<file path="config.mk">
export PLATFORM = sky130hd
export DESIGN_NAME = calendar_date_stepper_top
export DESIGN_NICKNAME = d
export VERILOG_FILES = /design/src/cdst_pkg.sv /design/src/cdst_urom.sv /design/src/cdst_seq.sv /design/src/cdst_dp.sv /design/src/calendar_date_stepper_top.sv
export SDC_FILE = /design/constraint.sdc
export NUM_CORES = 1
export LEC_CHECK = 0
export BUFFER_PORTS_ARGS = -buffer_cell sky130_fd_sc_hd__buf_2
export CORE_ASPECT_RATIO = 1.2
export CORE_MARGIN = 2
export CORE_UTILIZATION = 25
export DETAILED_ROUTE_END_ITERATION = 8
export SYNTH_ARGS = -nofsm -noshare
export SYNTH_HDL_FRONTEND = slang
export SYNTH_SLANG_ARGS = --single-unit
</file>
<file path="constraint.sdc">
create_clock -name i_clk -period 6.2 [get_ports i_clk]
set_clock_uncertainty 0.05 [all_clocks]
set_input_delay 0.31 -clock i_clk [delete_from_list [all_inputs] [get_ports i_clk]]
set_output_delay 0.31 -clock i_clk [all_outputs]
set_load 0.1 [all_outputs]
</file>
<file path="src/cdst_pkg.sv">
// Shared types, constants, microcode words and calendar helpers of the date stepper.
package cdst_pkg;

    // Field widths and the calendar range
    localparam int DAY_W   = 5;
    localparam int MON_W   = 4;
    localparam int YEAR_W  = 14;
    localparam int AMT_W   = 16;
    localparam int WY_W    = 17;   // working year: holds any year plus an amount
    localparam int MODE_W  = 3;
    localparam int MAX_YEAR = 9999;

    typedef logic [WY_W-1:0] t_wyear;
    localparam t_wyear MAX_YEAR_W = t_wyear'(MAX_YEAR);

    // Division by 100 through a reciprocal; exact for every 14-bit year
    localparam int Q100_W    = 8;
    localparam int SHIFT_100 = 19;
    localparam logic [12:0] RECIP_100 = 13'd5243;

    // Division by 12 through a reciprocal; exact below 2^17
    localparam int Q12_W    = 13;
    localparam int SHIFT_12 = 20;
    localparam logic [16:0] RECIP_12 = 17'd87382;

    // Operation codes carried in tuser
    typedef enum logic [MODE_W-1:0] {
        MODE_LOAD       = 3'd0,
        MODE_NEXT       = 3'd1,
        MODE_PREV       = 3'd2,
        MODE_ADD_YEARS  = 3'd3,
        MODE_ADD_MONTHS = 3'd4,
        MODE_ADD_DAYS   = 3'd5
    } t_mode;

    // Datapath micro-operations
    typedef enum logic [3:0] {
        U_NOP,
        U_Q100,     // quotient of working year by 100
        U_LEAP,     // leap flag of working year
        U_ADDY,     // working year plus amount
        U_TOT,      // month index plus amount
        U_Q12,      // quotient of that total by 12
        U_MON,      // new month and year from total
        U_SETTLE,   // roll to the 1st of next month if the day is missing
        U_NEXT,     // one day forward, count down
        U_PREV,     // one day back
        U_COMMIT,   // store working date, emit result
        U_FAIL      // keep date, emit result with error
    } t_uop;

    // Jump conditions
    typedef enum logic [3:0] {
        C_NONE,
        C_ALWAYS,
        C_LOAD_BAD,
        C_DAY_BAD,
        C_AT_END,
        C_AT_START,
        C_YEAR_OVF,
        C_CNT_ZERO,
        C_WALK_ON
    } t_cond;

    localparam int PC_W = 5;
    typedef logic [PC_W-1:0] t_pc;

    // Control word: one micro-op and two prioritised conditional jumps
    typedef struct packed {
        t_uop  op;
        t_cond cond_a;
        t_pc   tgt_a;
        t_cond cond_b;
        t_pc   tgt_b;
    } t_cw;

    // Status from the datapath to the sequencer
    typedef struct packed {
        logic load_bad;
        logic day_bad;
        logic at_end;
        logic at_start;
        logic year_ovf;
        logic cnt_zero;
        logic walk_on;
        logic out_block;
    } t_flags;

    typedef enum logic {
        S_IDLE,
        S_RUN
    } t_seq_state;

    // Program addresses
    localparam t_pc PC_LD0    = 5'd0;
    localparam t_pc PC_LD1    = 5'd1;
    localparam t_pc PC_LD2    = 5'd2;
    localparam t_pc PC_NX0    = 5'd3;
    localparam t_pc PC_PV0    = 5'd4;
    localparam t_pc PC_AY0    = 5'd5;
    localparam t_pc PC_AY1    = 5'd6;
    localparam t_pc PC_AY2    = 5'd7;
    localparam t_pc PC_AY3    = 5'd8;
    localparam t_pc PC_AM0    = 5'd9;
    localparam t_pc PC_AM1    = 5'd10;
    localparam t_pc PC_AM2    = 5'd11;
    localparam t_pc PC_AD0    = 5'd12;
    localparam t_pc PC_AD1    = 5'd13;
    localparam t_pc PC_AD2    = 5'd14;
    localparam t_pc PC_AD3    = 5'd15;
    localparam t_pc PC_TL0    = 5'd16;
    localparam t_pc PC_TL1    = 5'd17;
    localparam t_pc PC_COMMIT = 5'd18;
    localparam t_pc PC_FAIL   = 5'd19;

    // Days in a month
    function automatic logic [DAY_W-1:0] month_len(input logic [MON_W-1:0] m,
                                                   input logic leap);
        logic [DAY_W-1:0] len;
        unique case (m)
            4'd2:                      len = leap ? 5'd29 : 5'd28;
            4'd4, 4'd6, 4'd9, 4'd11:   len = 5'd30;
            default:                   len = 5'd31;
        endcase
        return len;
    endfunction

    // Program entry for each operation; unused codes go straight to commit
    function automatic t_pc entry_pc(input logic [MODE_W-1:0] mode);
        t_pc pc;
        unique case (mode)
            MODE_LOAD:       pc = PC_LD0;
            MODE_NEXT:       pc = PC_NX0;
            MODE_PREV:       pc = PC_PV0;
            MODE_ADD_YEARS:  pc = PC_AY0;
            MODE_ADD_MONTHS: pc = PC_AM0;
            MODE_ADD_DAYS:   pc = PC_AD0;
            default:         pc = PC_COMMIT;
        endcase
        return pc;
    endfunction

    // Condition select
    function automatic logic cond_hit(input t_cond c, input t_flags f);
        logic hit;
        unique case (c)
            C_NONE:     hit = 1'b0;
            C_ALWAYS:   hit = 1'b1;
            C_LOAD_BAD: hit = f.load_bad;
            C_DAY_BAD:  hit = f.day_bad;
            C_AT_END:   hit = f.at_end;
            C_AT_START: hit = f.at_start;
            C_YEAR_OVF: hit = f.year_ovf;
            C_CNT_ZERO: hit = f.cnt_zero;
            C_WALK_ON:  hit = f.walk_on;
            default:    hit = 1'b0;
        endcase
        return hit;
    endfunction

endpackage

</file>
<file path="src/cdst_urom.sv">
// Microprogram store: one control word per step.
module cdst_urom
    import cdst_pkg::*;
(
    input  t_pc i_pc,
    output t_cw o_cw
);

    // Program table
    always_comb begin
        unique case (i_pc)
            // load: range check, leap of the new year, day check
            PC_LD0:    o_cw = '{U_Q100,   C_LOAD_BAD, PC_FAIL, C_NONE,   PC_FAIL};
            PC_LD1:    o_cw = '{U_LEAP,   C_NONE,     PC_FAIL, C_NONE,   PC_FAIL};
            PC_LD2:    o_cw = '{U_NOP,    C_DAY_BAD,  PC_FAIL, C_ALWAYS, PC_COMMIT};
            // single day forward / back, then refresh leap
            PC_NX0:    o_cw = '{U_NEXT,   C_AT_END,   PC_FAIL, C_ALWAYS, PC_TL0};
            PC_PV0:    o_cw = '{U_PREV,   C_AT_START, PC_FAIL, C_ALWAYS, PC_TL0};
            // add years
            PC_AY0:    o_cw = '{U_ADDY,   C_NONE,     PC_FAIL, C_NONE,   PC_FAIL};
            PC_AY1:    o_cw = '{U_Q100,   C_YEAR_OVF, PC_FAIL, C_NONE,   PC_FAIL};
            PC_AY2:    o_cw = '{U_LEAP,   C_NONE,     PC_FAIL, C_NONE,   PC_FAIL};
            PC_AY3:    o_cw = '{U_SETTLE, C_ALWAYS,   PC_COMMIT, C_NONE, PC_FAIL};
            // add months, then share the year check of add years
            PC_AM0:    o_cw = '{U_TOT,    C_NONE,     PC_FAIL, C_NONE,   PC_FAIL};
            PC_AM1:    o_cw = '{U_Q12,    C_NONE,     PC_FAIL, C_NONE,   PC_FAIL};
            PC_AM2:    o_cw = '{U_MON,    C_ALWAYS,   PC_AY1,  C_NONE,   PC_FAIL};
            // add days: one day a step, leap refresh at a new year and after the last day
            PC_AD0:    o_cw = '{U_NOP,    C_CNT_ZERO, PC_COMMIT, C_NONE, PC_FAIL};
            PC_AD1:    o_cw = '{U_NEXT,   C_AT_END,   PC_FAIL, C_WALK_ON, PC_AD1};
            PC_AD2:    o_cw = '{U_Q100,   C_NONE,     PC_FAIL, C_NONE,   PC_FAIL};
            PC_AD3:    o_cw = '{U_LEAP,   C_ALWAYS,   PC_AD0,  C_NONE,   PC_FAIL};
            // common tail
            PC_TL0:    o_cw = '{U_Q100,   C_NONE,     PC_FAIL, C_NONE,   PC_FAIL};
            PC_TL1:    o_cw = '{U_LEAP,   C_ALWAYS,   PC_COMMIT, C_NONE, PC_FAIL};
            PC_COMMIT: o_cw = '{U_COMMIT, C_NONE,     PC_FAIL, C_NONE,   PC_FAIL};
            PC_FAIL:   o_cw = '{U_FAIL,   C_NONE,     PC_FAIL, C_NONE,   PC_FAIL};
            default:   o_cw = '{U_FAIL,   C_NONE,     PC_FAIL, C_NONE,   PC_FAIL};
        endcase
    end

endmodule

</file>
<file path="src/cdst_seq.sv">
// Sequencer: step counter, conditional jumps and the input handshake.
module cdst_seq
    import cdst_pkg::*;
(
    input  logic              i_clk,
    input  logic              i_rst_n,
    input  logic              i_accept,
    input  logic [MODE_W-1:0] i_mode,
    input  t_flags            i_flags,
    input  t_cw               i_cw,
    output t_pc               o_pc,
    output t_uop              o_op,
    output logic              o_s_tready
);

    t_seq_state r_state, n_state;
    t_pc        r_pc, n_pc;
    logic       w_end_op;

    assign w_end_op   = (i_cw.op == U_COMMIT) || (i_cw.op == U_FAIL);
    assign o_pc       = r_pc;
    assign o_s_tready = (r_state == S_IDLE);

    // State and step counter
    always_ff @(posedge i_clk) begin
        if (!i_rst_n) begin
            r_state <= S_IDLE;
            r_pc    <= PC_COMMIT;
        end else begin
            r_state <= n_state;
            r_pc    <= n_pc;
        end
    end

    // Next step and issued micro-op
    always_comb begin
        n_state = r_state;
        n_pc    = r_pc;
        o_op    = U_NOP;
        unique case (r_state)
            S_IDLE: begin
                if (i_accept) begin
                    n_pc    = entry_pc(i_mode);
                    n_state = S_RUN;
                end
            end
            S_RUN: begin
                // result step waits while the output register is held
                if (!(w_end_op && i_flags.out_block)) begin
                    o_op = i_cw.op;
                    if (w_end_op) begin
                        n_state = S_IDLE;
                    end else if (cond_hit(i_cw.cond_a, i_flags)) begin
                        n_pc = i_cw.tgt_a;
                    end else if (cond_hit(i_cw.cond_b, i_flags)) begin
                        n_pc = i_cw.tgt_b;
                    end else begin
                        n_pc = r_pc + t_pc'(1);
                    end
                end
            end
            default: n_state = S_IDLE;
        endcase
    end

endmodule

</file>
<file path="src/cdst_dp.sv">
// Datapath: current and working date, leap and division units, result register.
module cdst_dp
    import cdst_pkg::*;
(
    input  logic              i_clk,
    input  logic              i_rst_n,
    input  logic              i_accept,
    input  logic [MODE_W-1:0] i_mode,
    input  logic [DAY_W-1:0]  i_load_day,
    input  logic [MON_W-1:0]  i_load_month,
    input  logic [YEAR_W-1:0] i_load_year,
    input  logic [AMT_W-1:0]  i_amount,
    input  t_uop              i_op,
    input  logic              i_m_tready,
    output t_flags            o_flags,
    output logic              o_m_tvalid,
    output logic [DAY_W-1:0]  o_day,
    output logic [MON_W-1:0]  o_month,
    output logic [YEAR_W-1:0] o_year,
    output logic              o_error
);

    // Committed date and its leap flag
    logic [DAY_W-1:0]  r_cur_day,  n_cur_day;
    logic [MON_W-1:0]  r_cur_mon,  n_cur_mon;
    logic [YEAR_W-1:0] r_cur_year, n_cur_year;
    logic              r_cur_leap, n_cur_leap;
    // Working date
    logic [DAY_W-1:0]  r_wd, n_wd;
    logic [MON_W-1:0]  r_wm, n_wm;
    t_wyear            r_wy, n_wy;
    logic              r_wleap, n_wleap;
    logic [AMT_W-1:0]  r_cnt, n_cnt;
    logic [WY_W-1:0]   r_tot, n_tot;
    logic [Q100_W-1:0] r_q100, n_q100;
    logic [Q12_W-1:0]  r_q12, n_q12;
    // Result register
    logic              r_ovalid, n_ovalid;
    logic [DAY_W-1:0]  r_oday, n_oday;
    logic [MON_W-1:0]  r_omon, n_omon;
    logic [YEAR_W-1:0] r_oyear, n_oyear;
    logic              r_oerr, n_oerr;

    logic [DAY_W-1:0]  w_len, w_prev_len;
    logic [26:0]       w_prod100;
    logic [33:0]       w_prod12;
    logic [YEAR_W-1:0] w_rem100;
    logic [MON_W-1:0]  w_rem12;
    logic              w_year_wrap;

    assign w_len       = month_len(r_wm, r_wleap);
    assign w_prev_len  = month_len(r_wm - 4'd1, r_wleap);
    assign w_year_wrap = (r_wd == w_len) && (r_wm == 4'd12);

    // Reciprocal products, each feeding a register
    assign w_prod100 = 27'(r_wy[YEAR_W-1:0]) * 27'(RECIP_100);
    assign w_prod12  = 34'(r_tot) * 34'(RECIP_12);
    assign w_rem100  = r_wy[YEAR_W-1:0] - YEAR_W'(r_q100 * 14'd100);
    assign w_rem12   = MON_W'(r_tot - WY_W'(r_q12) * 17'd12);

    // Status for the sequencer
    always_comb begin
        o_flags.load_bad  = (r_wy == '0) || (r_wy > MAX_YEAR_W) || (r_wm == '0)
                            || (r_wm > 4'd12) || (r_wd == '0);
        o_flags.day_bad   = (r_wd > w_len);
        o_flags.at_end    = w_year_wrap && (r_wy >= MAX_YEAR_W);
        o_flags.at_start  = (r_wd == 5'd1) && (r_wm == 4'd1) && (r_wy <= t_wyear'(1));
        o_flags.year_ovf  = (r_wy > MAX_YEAR_W);
        o_flags.cnt_zero  = (r_cnt == '0);
        o_flags.walk_on   = (r_cnt != AMT_W'(1)) && !w_year_wrap;
        o_flags.out_block = r_ovalid && !i_m_tready;
    end

    // Micro-op execution
    always_comb begin
        n_cur_day  = r_cur_day;
        n_cur_mon  = r_cur_mon;
        n_cur_year = r_cur_year;
        n_cur_leap = r_cur_leap;
        n_wd       = r_wd;
        n_wm       = r_wm;
        n_wy       = r_wy;
        n_wleap    = r_wleap;
        n_cnt      = r_cnt;
        n_tot      = r_tot;
        n_q100     = r_q100;
        n_q12      = r_q12;
        n_ovalid   = r_ovalid && !i_m_tready;
        n_oday     = r_oday;
        n_omon     = r_omon;
        n_oyear    = r_oyear;
        n_oerr     = r_oerr;

        if (i_accept) begin
            // load works on the new fields, the rest on the held date
            if (i_mode == MODE_LOAD) begin
                n_wd = i_load_day;
                n_wm = i_load_month;
                n_wy = WY_W'(i_load_year);
            end else begin
                n_wd = r_cur_day;
                n_wm = r_cur_mon;
                n_wy = WY_W'(r_cur_year);
            end
            n_wleap = r_cur_leap;
            n_cnt   = i_amount;
        end

        unique case (i_op)
            U_NOP: ;
            U_Q100: n_q100 = w_prod100[SHIFT_100 +: Q100_W];
            U_LEAP: n_wleap = (r_wy[1:0] == 2'd0)
                              && ((w_rem100 != '0) || (r_q100[1:0] == 2'd0));
            U_ADDY: n_wy = r_wy + WY_W'(r_cnt);
            U_TOT:  n_tot = WY_W'(r_wm - 4'd1) + WY_W'(r_cnt);
            U_Q12:  n_q12 = w_prod12[SHIFT_12 +: Q12_W];
            U_MON: begin
                n_wm = w_rem12 + 4'd1;
                n_wy = r_wy + WY_W'(r_q12);
            end
            U_SETTLE: begin
                if (r_wd > w_len) begin
                    n_wm = r_wm + 4'd1;
                    n_wd = 5'd1;
                end
            end
            U_NEXT: begin
                n_cnt = r_cnt - AMT_W'(1);
                if (r_wd < w_len) begin
                    n_wd = r_wd + 5'd1;
                end else if (r_wm < 4'd12) begin
                    n_wm = r_wm + 4'd1;
                    n_wd = 5'd1;
                end else begin
                    n_wy = r_wy + t_wyear'(1);
                    n_wm = 4'd1;
                    n_wd = 5'd1;
                end
            end
            U_PREV: begin
                if (r_wd > 5'd1) begin
                    n_wd = r_wd - 5'd1;
                end else if (r_wm > 4'd1) begin
                    n_wm = r_wm - 4'd1;
                    n_wd = w_prev_len;
                end else begin
                    n_wy = r_wy - t_wyear'(1);
                    n_wm = 4'd12;
                    n_wd = 5'd31;
                end
            end
            U_COMMIT: begin
                n_cur_day  = r_wd;
                n_cur_mon  = r_wm;
                n_cur_year = r_wy[YEAR_W-1:0];
                n_cur_leap = r_wleap;
                n_oday     = r_wd;
                n_omon     = r_wm;
                n_oyear    = r_wy[YEAR_W-1:0];
                n_oerr     = 1'b0;
                n_ovalid   = 1'b1;
            end
            U_FAIL: begin
                n_oday   = r_cur_day;
                n_omon   = r_cur_mon;
                n_oyear  = r_cur_year;
                n_oerr   = 1'b1;
                n_ovalid = 1'b1;
            end
            default: ;
        endcase
    end

    // Held date and result flag
    always_ff @(posedge i_clk) begin
        if (!i_rst_n) begin
            r_cur_day  <= 5'd1;
            r_cur_mon  <= 4'd1;
            r_cur_year <= 14'd1;
            r_cur_leap <= 1'b0;
            r_ovalid   <= 1'b0;
        end else begin
            r_cur_day  <= n_cur_day;
            r_cur_mon  <= n_cur_mon;
            r_cur_year <= n_cur_year;
            r_cur_leap <= n_cur_leap;
            r_ovalid   <= n_ovalid;
        end
    end

    // Working and result payload
    always_ff @(posedge i_clk) begin
        r_wd    <= n_wd;
        r_wm    <= n_wm;
        r_wy    <= n_wy;
        r_wleap <= n_wleap;
        r_cnt   <= n_cnt;
        r_tot   <= n_tot;
        r_q100  <= n_q100;
        r_q12   <= n_q12;
        r_oday  <= n_oday;
        r_omon  <= n_omon;
        r_oyear <= n_oyear;
        r_oerr  <= n_oerr;
    end

    assign o_m_tvalid = r_ovalid;
    assign o_day      = r_oday;
    assign o_month    = r_omon;
    assign o_year     = r_oyear;
    assign o_error    = r_oerr;

endmodule

</file>
<file path="src/calendar_date_stepper_top.sv">
// Top level of the Gregorian date stepper: sequencer, microprogram and datapath.
//
//  channel  dir  beat fields (low bit first)
//  s_axis   in   tuser: mode[2:0]; tdata: load_day, load_month, load_year, amount
//  m_axis   out  tuser: error[0];  tdata: day, month, year
//
// Each item runs its microprogram from the entry of its mode to a commit or fail step;
// unused modes go straight to commit. Add days walks one day a step and refreshes the
// leap flag at each exit from the walking loop (one at each new year crossed, and one
// after the last day unless that day opens a new year). The next item is taken the cycle
// after the last step. Reset gives 1 January of year 1. A held result beat stalls only
// the final step; the next item is still taken while that beat waits.
module calendar_date_stepper_top
    import cdst_pkg::*;
(
    input  logic        i_clk,
    input  logic        i_rst_n,
    input  logic        i_s_tvalid,
    output logic        o_s_tready,
    input  logic [39:0] i_s_tdata,   // load_day[4:0], load_month[8:5], load_year[22:9],
                                     // amount[38:23], zero[39]
    input  logic [2:0]  i_s_tuser,   // mode[2:0]
    output logic        o_m_tvalid,
    input  logic        i_m_tready,
    output logic [23:0] o_m_tdata,   // day[4:0], month[8:5], year[22:9], zero[23]
    output logic [0:0]  o_m_tuser    // error[0]
);

    logic              w_accept;
    t_pc               w_pc;
    t_cw               w_cw;
    t_uop              w_op;
    t_flags            w_flags;
    logic [DAY_W-1:0]  w_day;
    logic [MON_W-1:0]  w_month;
    logic [YEAR_W-1:0] w_year;
    logic              w_error;

    assign w_accept = i_s_tvalid && o_s_tready;

    cdst_seq u_seq (
        .i_clk      (i_clk),
        .i_rst_n    (i_rst_n),
        .i_accept   (w_accept),
        .i_mode     (i_s_tuser),
        .i_flags    (w_flags),
        .i_cw       (w_cw),
        .o_pc       (w_pc),
        .o_op       (w_op),
        .o_s_tready (o_s_tready)
    );

    cdst_urom u_urom (
        .i_pc (w_pc),
        .o_cw (w_cw)
    );

    cdst_dp u_dp (
        .i_clk        (i_clk),
        .i_rst_n      (i_rst_n),
        .i_accept     (w_accept),
        .i_mode       (i_s_tuser),
        .i_load_day   (i_s_tdata[4:0]),
        .i_load_month (i_s_tdata[8:5]),
        .i_load_year  (i_s_tdata[22:9]),
        .i_amount     (i_s_tdata[38:23]),
        .i_op         (w_op),
        .i_m_tready   (i_m_tready),
        .o_flags      (w_flags),
        .o_m_tvalid   (o_m_tvalid),
        .o_day        (w_day),
        .o_month      (w_month),
        .o_year       (w_year),
        .o_error      (w_error)
    );

    // Output beat packing
    assign o_m_tdata = {1'b0, w_year, w_month, w_day};
    assign o_m_tuser = w_error;

    // One item in flight: an accepted beat closes the input until its result
    a_one_in_flight: assert property (@(posedge i_clk) disable iff (!i_rst_n)
        w_accept |=> !o_s_tready)
        else $error("input taken while an item is still in work");

    // Every result carries a real month and a non-zero day
    a_date_fields: assert property (@(posedge i_clk) disable iff (!i_rst_n)
        o_m_tvalid |-> (w_month >= 4'd1) && (w_month <= 4'd12) && (w_day != '0))
        else $error("result date field out of range");

    // Every result year stays inside the calendar range
    a_year_range: assert property (@(posedge i_clk) disable iff (!i_rst_n)
        o_m_tvalid |-> (w_year != '0) && (WY_W'(w_year) <= MAX_YEAR_W))
        else $error("result year out of range");

endmodule

</file>
# --- Yosys cells after proc, flatten, opt, wreduce, memory -nomap -nowiden ---
# Memory sizes are Yosys's and may differ from the RTL's. A register that Yosys moved wholly into a read port is not among the register bits.
# Cells that the tools add are included.
totals:
  inputBits: 47
  reg_bits: 136
  mem_bits_ro: 608
  n_memories: 1
op_classes:
  eq_ne: 52
  n_mux: 58
  magnitude_cmp: 9
  n_bitwise: 1
  multipliers: 4
  n_addsub: 15
  reduce_logical: 32
memory_table:
  columns: ["name", "depth", "width", "rd", "rd_ports_with_merged_regs", "write_ports", "line_no", "source"]
  rows:
  - ["(name not given)", 32, 19, 1, 1, 0, "cdst_urom.sv:11", "unique case (i_pc)"]
ops:
  columns: ["cell", "n"]
  rows:
  - ["two-way mux 17 bit", 5]
  - ["case mux 17 bit (4 select lines)", 1]
  - ["two-way mux 5 bit", 13]
  - ["== test 4 x 3 -> 1 bit (second input constant)", 16]
  - ["== test 4 bit (second input constant)", 13]
  - ["case mux 5 bit (2 select lines)", 4]
  - ["two-way mux 4 bit", 9]
  - ["adder 17 x 16 -> 17 bit", 2]
  - ["== test 4 x 2 -> 1 bit (second input constant)", 8]
  - ["multiplier 17 x 16 -> 32 bit (second input constant)", 1]
  - ["two-way mux 16 bit", 2]
  - ["case mux 5 bit (6 select lines)", 1]
  - ["case mux 14 bit (2 select lines)", 1]
  - ["multiplier 14 x 13 -> 27 bit (second input constant)", 1]
  - ["adder 17 x 1 -> 17 bit (second input constant)", 1]
  - ["adder 17 x 13 -> 17 bit", 1]
  - [">= comparator 17 x 14 -> 1 bit (second input constant)", 1]
  - ["greater-than comparator 17 x 14 -> 1 bit (second input constant)", 1]
  - ["<= comparator 17 x 1 -> 1 bit (second input constant)", 1]
  - ["logical NOT 17 bit", 1]
  - ["subtractor 17 x 1 -> 17 bit (second input constant)", 1]
  - ["== test 4 x 1 -> 1 bit (second input constant)", 4]
  - ["logical NOT 16 bit", 1]
  - ["!= test 16 x 1 -> 1 bit (second input constant)", 1]
  - ["other kinds (43)", 81]

# --- Logic depth before layout (Yosys ltp) ---
# Gate-level depths: netlist of the first run.
logic_depth:
  depth_word: 22
  depth_mapped: 22

# --- Hierarchy ---
# A second synthesis of the first run with hierarchy kept.
unflattened:
  cells_unflattened: 2060
  hier_area_um2: 18968.2
by_module_without_submodules:
  columns: ["module", "seq_area_each_um2", "area_per_inst_um2", "n_inst", "cells_each"]
  rows:
  - ["cdst_dp", 3393.3, 17760.8, 1, 1898]
  - ["cdst_seq", 120.1, 710.7, 1, 96]
  - ["cdst_urom", 0.0, 479.2, 1, 63]
  - ["calendar_date_stepper_top", 0.0, 17.5, 1, 3]

# --- Worst setup path before layout of the first run ---
# Ideal clock, no wire load.
synth_path:
  path_type: "register to register"
  from: "reg u_dp.r_tot[1]"
  to: "reg u_dp.r_q12[11], data pin"
  period_less_slack_ns: 5.631
  path_slack_ns: 0.569
  arrival_ns: 5.323
  setup_ns: 0.258
  stages_incl_launch_ff: 22
  cell_sequence: "edfxtp_1 ha_1 xor2_1 ha_1 inv_1 fa_1 inv_1 fa_1 fa_1 inv_1 fa_1 inv_1 ha_1 nand2_1 or2_2 a31oi_1 nand3_1 a31oi_1 o21ai_0 a21boi_0 o22ai_1 xnor2_1"
synth_between:
  elab_chain_len: 1
synth_rtl:
  columns: ["element", "line_no", "source"]
  rows:
  - ["from (decl)", "cdst_dp.sv:34", "logic [WY_W-1:0] r_tot, n_tot;"]
  - ["from (signal assigned)", "cdst_dp.sv:198", "r_tot <= n_tot;"]
  - ["multiplier 17 x 16 -> 32 bit", "cdst_dp.sv:57", "assign w_prod12 = 34'(r_tot) * 34'(RECIP_12);"]
  - ["via u_dp.w_prod12[31]", "cdst_dp.sv:46", "logic [33:0] w_prod12;"]
  - ["to (signal assigned)", "cdst_dp.sv:200", "r_q12 <= n_q12;"]
  - ["to (decl)", "cdst_dp.sv:36", "logic [Q12_W-1:0] r_q12, n_q12;"]
# The timed path passes the listed nets, and every way through them passes these cells.
# A chain may end at the register's enable or synchronous reset.

# --- Worst setup path after layout of the first run ---
layout_path:
  from: "reg u_dp.r_tot[1]"
  to: "reg u_dp.r_q12[10], data pin"
# Same word-level chain as after synthesis.

==> impl_metrics.toml, run 1 <==
[outcome]
outcome = "finished, final reports clean"

[cells_and_area]
final_util_pct = 28.4
drive_gt1_share_pct = 8.89
areaGrowthSynthToFinish_pct = 12.3
nNetsFinal = 2717
fillers = 8015
antennaDiodeCount = 0
fin_cells = 3180

[sta]
whs_ns = 0.0815
rsz0062_at_grt = "no"
max_freq_mhz = 171
drv_slew = 0
fin_setup_tns_ns = 0
tightest_slew_ns = 1.22
min_period_over_period_pct = 94.1
slew_headroom_pct = 18.7
min_period_ns = 5.84
report.final.hold_viol_count = 0
final-setup-viol-count = 0

[floorplan]
core_area_um2 = 75300
die_x_um = 256
io_pins = 74
start_util_pct = 25.3
fp-row-count = 110
die_area_um2 = 78500
fp.dieH_um = 306

[synth]
async_flop_share_pct = 0
synth_top_family_by_area = "adder cells"
synthCells = 2083
synth-compound-area-share_pct = 13.2
synth_top_cell_by_area = "ha_1"
synth_edf_count = 79
synth_common_cells = "inv_1, ha_1, nand2_1, fa_1, a21oi_1"
synth.cell_area_um2 = 19100
yosys_warnings = 0
synthTopCellsByArea = "ha_1, fa_1, edfxtp_1, dfxtp_1, inv_1"
synth_fp_nets = 2641
muxShareOfSynthArea_pct = 3.02
synth_xor_area_share_pct = 4.27
ys.flop_type = "edfxtp_1"
yosysTopAreaCellShare_pct = 23.4
synthAdderAreaFrac_pct = 39.6
ys_ff_latch = 153
ys_types = 77
yosysMostFrequentCell = "inv_1"
synth_simple_gate_area_share_pct = 11.0
synth_seq_area_share_pct = 20.2
syn_area_per_cell_um2 = 9.15

[drt]
drc_errors = 0
vias_per_cell = 4.62
drtIter0Drc = 777
wl_per_cell_um = 15.8
dr.pass1.iters = 6
wl_mm = 50.3
vias = 14700
drt.antenna.violating_nets = 0

[worst_setup_path]
crit_fanout = 4
critPathCaptureType = "flop"
crit_family = "adder cells"
required_ns = 6.35
cp.arrival_ns = 5.99
path_class = "flop to flop"
cp_slowest_cell = "fa_1"
path_buf_inv = 5
cp-start-kind = "flop"
crit_chain = "ha_1 > xor2_1 > ha_1 > inv_1 > fa_1 > inv_1 > fa_1 > fa_1 > inv_1 > fa_1 > inv_1 > ha_1 > nand2_1 > or2_2 > a31oi_1 > nand3_1 > a31oi_2 > o21ai_1 > a21boi_2 > buf_4 > nor2_1 > xnor2_1"
cpPeakStageDelay_ns = 0.54

[global_routing]
grt_pass1_wl_mm = 80.9
grt_antenna_before_repair = 7
grt_max_degree = 38
grt_pass1_vias = 15000
overflow = 0
grt_usage_pct = 13.0

[clock_network]
cts_tree = "built"
path_clk_slew_ns = 0.07
numCtsBuffers = 17
cts_hold_buf = 0
cts_buffer_depth = 2
cts-root-buf = "clkbuf_16"
numClockSinks = 153
htreeDepth = 4
clock_latency_ns = 0.45

[placement]
place_hpwl_mm = 41.7
dp_cells = 3148
gp_congestion = 0.913
numPortBuffers = 71

[worst_hold_path]
hold_class = "input port to flop"

[run]
maxCapViolCount = 0
[per-layer routing]
layer | track usage, % | vias to the layer above | part of all wire, %
met5 | 0 | - | 0
met4 | 3.33 | 0 | 2.1
met3 | 1.33 | 65 | 2.6
met2 | 24.2 | 292 | 53
met1 | 15.8 | 7098 | 43
li1 | - | 7228 | -
[tightest hold or removal path, stage by stage]
cell and delay, ns:
buf_2 0.08, nand2_1 0.03, o21ai_0 0.05
[kinds of logic (layout without fill, tap and decap cells)]
family,after synthesis,count (layout)
multiplexers,54,54
AO/OA/AOI/OAI,394,394
buffers and inverters,435,524
adder cells (fa/ha/maj),511,511
XOR/XNOR,93,93
AND/OR/NAND/NOR,442,442
flip-flops,153,153
other,1,1
[cell usage in the layout, fill, tap and decap left out, types with 36 or more instances in the layout]
master and instances:
inv_1 380, ha_1 357, nand2_1 158, fa_1 154, a21oi_1 115, o21ai_0 102, nor2_1 98, edfxtp_1 79
dfxtp_1 74, buf_2 71, xnor2_1 58, buf_4 39, nor3_1 36
[final cells by class]
| type | count | area (µm²) | area share, % |
|---|---|---|---|
| repair buffers | 110 | 648 | 3.03 |
| well taps | 1008 | 1260 | 5.89 |
| clock buffers | 17 | 425 | 1.99 |
| clock inverters | 15 | 176 | 0.824 |
| flip-flops and latches | 153 | 3850 | 18.0 |
| inverters | 382 | 1430 | 6.70 |
| multi-input cells | 1495 | 13600 | 63.6 |
[metrics by stage]
step                      cell area, µm²  setup WS [ns]
after floorplan                    19100          0.569
after global placement             20800          0.157
after detailed placement           20800          0.150
after CTS                          21400         0.0941
after global routing               21400         0.0129
final                              21400          0.364
[final timing paths]
kind         slack (ns)                 to  cells after the start               from
min reg2reg        0.42  u_dp.r_cur_day[4]                      2  u_dp.r_cur_day[4]
min                0.08     u_dp.r_cnt[12]                      3      i_s_tdata[35]
max                0.36     u_dp.r_q12[10]                     22      u_dp.r_tot[1]
max reg2reg        0.36     u_dp.r_q12[10]                     22      u_dp.r_tot[1]
[flip-flops by register name, indices dropped and copies added (netlist names), 8 cells and up]
register / count
u_dp.r_cur_year: 14
u_dp.o_year: 14
u_dp.r_tot: 17
u_dp.r_q12: 13
u_dp.r_wy: 17
u_dp.r_q100: 8
u_urom.o_cw: 17
u_dp.r_cnt: 16
[repair_timing]
item / 4_1_cts / 5_1_grt
setup endpoints to repair: 0 / 4
resized for setup: 0 / 7
buffers inserted: 0 / 0
Power of run 1 is left out: the tool's default activity adds up to more than one toggle a clock period on the data nets, which glitch-free logic cannot reach.
==> inputs of run 2 (changes only) <==
--- a/config.mk
+++ b/config.mk
@@ -5,11 +5,12 @@
 export SDC_FILE = /design/constraint.sdc
 export NUM_CORES = 1
 export LEC_CHECK = 0
-export BUFFER_PORTS_ARGS = -buffer_cell sky130_fd_sc_hd__buf_2
+export BUFFER_PORTS_ARGS = -buffer_cell sky130_fd_sc_hd__clkbuf_2
 export CORE_ASPECT_RATIO = 1.2
 export CORE_MARGIN = 2
 export CORE_UTILIZATION = 25
 export DETAILED_ROUTE_END_ITERATION = 8
+export SLEW_MARGIN = 25
 export SYNTH_ARGS = -nofsm -noshare
 export SYNTH_HDL_FRONTEND = slang
 export SYNTH_SLANG_ARGS = --single-unit
==> run 2 against run 1 <==
  * First-iteration DRC count increased by 6.3%
  * Register-to-register slack lost 0.06 ns
  * Non-clock buffer count decreased by 1
  * Largest cell class unchanged
  * Fmax shrank 0.97%
  * Final cell count about the same
  * Global-route usage is 0.087 points lower
  * Wire length fell by 0.49%
  * Via count fell by 0.18%
  * Sequential cell count is the same
  * Worst setup slack got worse by 0.057 ns
  * Worst hold slack better by 0.013 ns
  * Die area stayed put
==> impl_metrics.toml, run 2 (synthesis results as in run 1) <==
[sta]
fin_ws_ns = 0.307
drv_slew = 0
final-setup-viol-count = 0
min_period_ns = 5.89
report.final.hold_viol_count = 0
tightest_slew_ns = 1.04
max_freq_mhz = 170
min_period_over_period_pct = 95.0
slew_headroom_pct = 30.6

[worst_hold_path]
holdPathEnd = "u_dp.r_cnt[10]"
hold_path_startpoint = "i_s_tdata[33]"
hold_depth = 3
hold_class = "input port to flop"

[worst_setup_path]
crit_fanout = 5
required_ns = 6.34
path_class = "flop to flop"
r2r_cells = 19
r2r_start = "u_dp.r_tot[6]"
cp.arrival_ns = 6.04
r2r-end = "u_dp.r_q12[12]"
critPathCaptureType = "flop"
r2r_setup_slack_ns = 0.31
cp-start-kind = "flop"

[drt]
drc_errors = 0
wl_per_cell_um = 15.7
wl_mm = 50.0
drtIter0Drc = 826
vias_per_cell = 4.61
drt.antenna.violating_nets = 0
dr.pass1.iters = 5
vias = 14700

[clock_network]
numClockSinks = 153
post_cts_resized = 0
htreeDepth = 4
cts_tree = "built"
numCtsBuffers = 17
cts-root-buf = "clkbuf_16"
cts_buffer_depth = 2
cts_hold_buf = 0
clock_latency_ns = 0.45
path_clk_slew_ns = 0.07
post-cts-setup-buffers = 0

[floorplan]
die_x_um = 256
start_util_pct = 25.3
fp.dieH_um = 306
die_area_um2 = 78500
core_area_um2 = 75300
io_pins = 74
fp-row-count = 110

[cells_and_area]
layout_commonest_cell = "inv_1"
final_cell_mix = "inv_1, ha_1, nand2_1, fa_1, a21oi_1"
drive_gt1_share_pct = 8.98
antennaDiodeCount = 0
nNetsFinal = 2716
areaGrowthSynthToFinish_pct = 12.3

[placement]
place_hpwl_mm = 41.6
gp_congestion = 0.909
post-place-ws_ns = 0.0846
numPortBuffers = 71

[outcome]
outcome = "finished, final reports clean"

[global_routing]
grt_pass1_wl_mm = 80.2
overflow = 0
grt_pass1_vias = 14900
grt_usage_pct = 12.9
grt_antenna_before_repair = 1
grt_max_degree = 38

[run]
maxCapViolCount = 0
-- run 2: cell count changes in the layout (fill, tap and decap cells not counted), sizes merged --
| cell | change |
|---|---|
| clkbuf | +71 |
| inv | -2 |
| clkinvlp | +1 |
| bufinv | +1 |
| buf | -72 |
-- run 2: final cells by class --
class | instances | area (µm²)
well taps | 1008 | 1260
inverters | 382 | 1430
clock inverters | 15 | 179
repair buffers | 109 | 641
flip-flops and latches | 153 | 3850
multi-input cells | 1495 | 13600
fillers | 7993 | 53900
clock buffers | 17 | 425
-- run 2: worst max-delay path by stage --
stage | start | to
2_1_floorplan | u_dp.r_tot[1] | u_dp.r_q12[11]
3_3_place_gp | u_dp.r_tot[6] | u_dp.r_q12[12]
3_5_place_dp | u_dp.r_tot[6] | u_dp.r_q12[12]
4_1_cts | u_dp.r_tot[6] | u_dp.r_q12[12]
5_1_grt | u_dp.r_tot[2] | u_dp.r_q12[12]
6_report | u_dp.r_tot[6] | u_dp.r_q12[12]
-- run 2: critical path: stages (launching register included) --
cell,delay (ns)
edfxtp_1,0.52
ha_1,0.38
inv_1,0.06
fa_1,0.47
inv_1,0.05
fa_1,0.53
inv_1,0.05
fa_1,0.52
inv_1,0.05
fa_1,0.50
fa_1,0.53
ha_1,0.37
a211oi_2,0.26
nand4_1,0.13
nand3_1,0.21
a31oi_2,0.15
o21ai_0,0.30
a21boi_2,0.13
o41ai_2,0.26
xnor2_1,0.10
-- run 2: per-layer routing --
layer / track usage [%] / up-vias / wire [µm]
met5: 0 / - / 0
met4: 4.99 / 0 / 1740
met3: 1.20 / 90 / 1460
met2: 23.4 / 297 / 25500
met1: 15.6 / 7051 / 21400
li1: - / 7218 / -
-- run 2: per-stage QoR --
step | utilization (%) | std cells | hold slack (ns) | instance area (µm²) | TNS (ns)
after floorplan | - | 2083 | 0.386 | 19100 | 0
after detailed placement | 27.6 | 3147 | 0.413 | 20800 | 0
after CTS | 28.4 | 3179 | 0.0789 | 21400 | 0
after global placement | 27.6 | 3147 | 0.404 | 20800 | 0
final | 28.4 | 3179 | 0.0947 | 21400 | 0
after global routing | 28.4 | 3179 | 0.118 | 21400 | -0.00831
Power of run 2 is left out for the same reason.
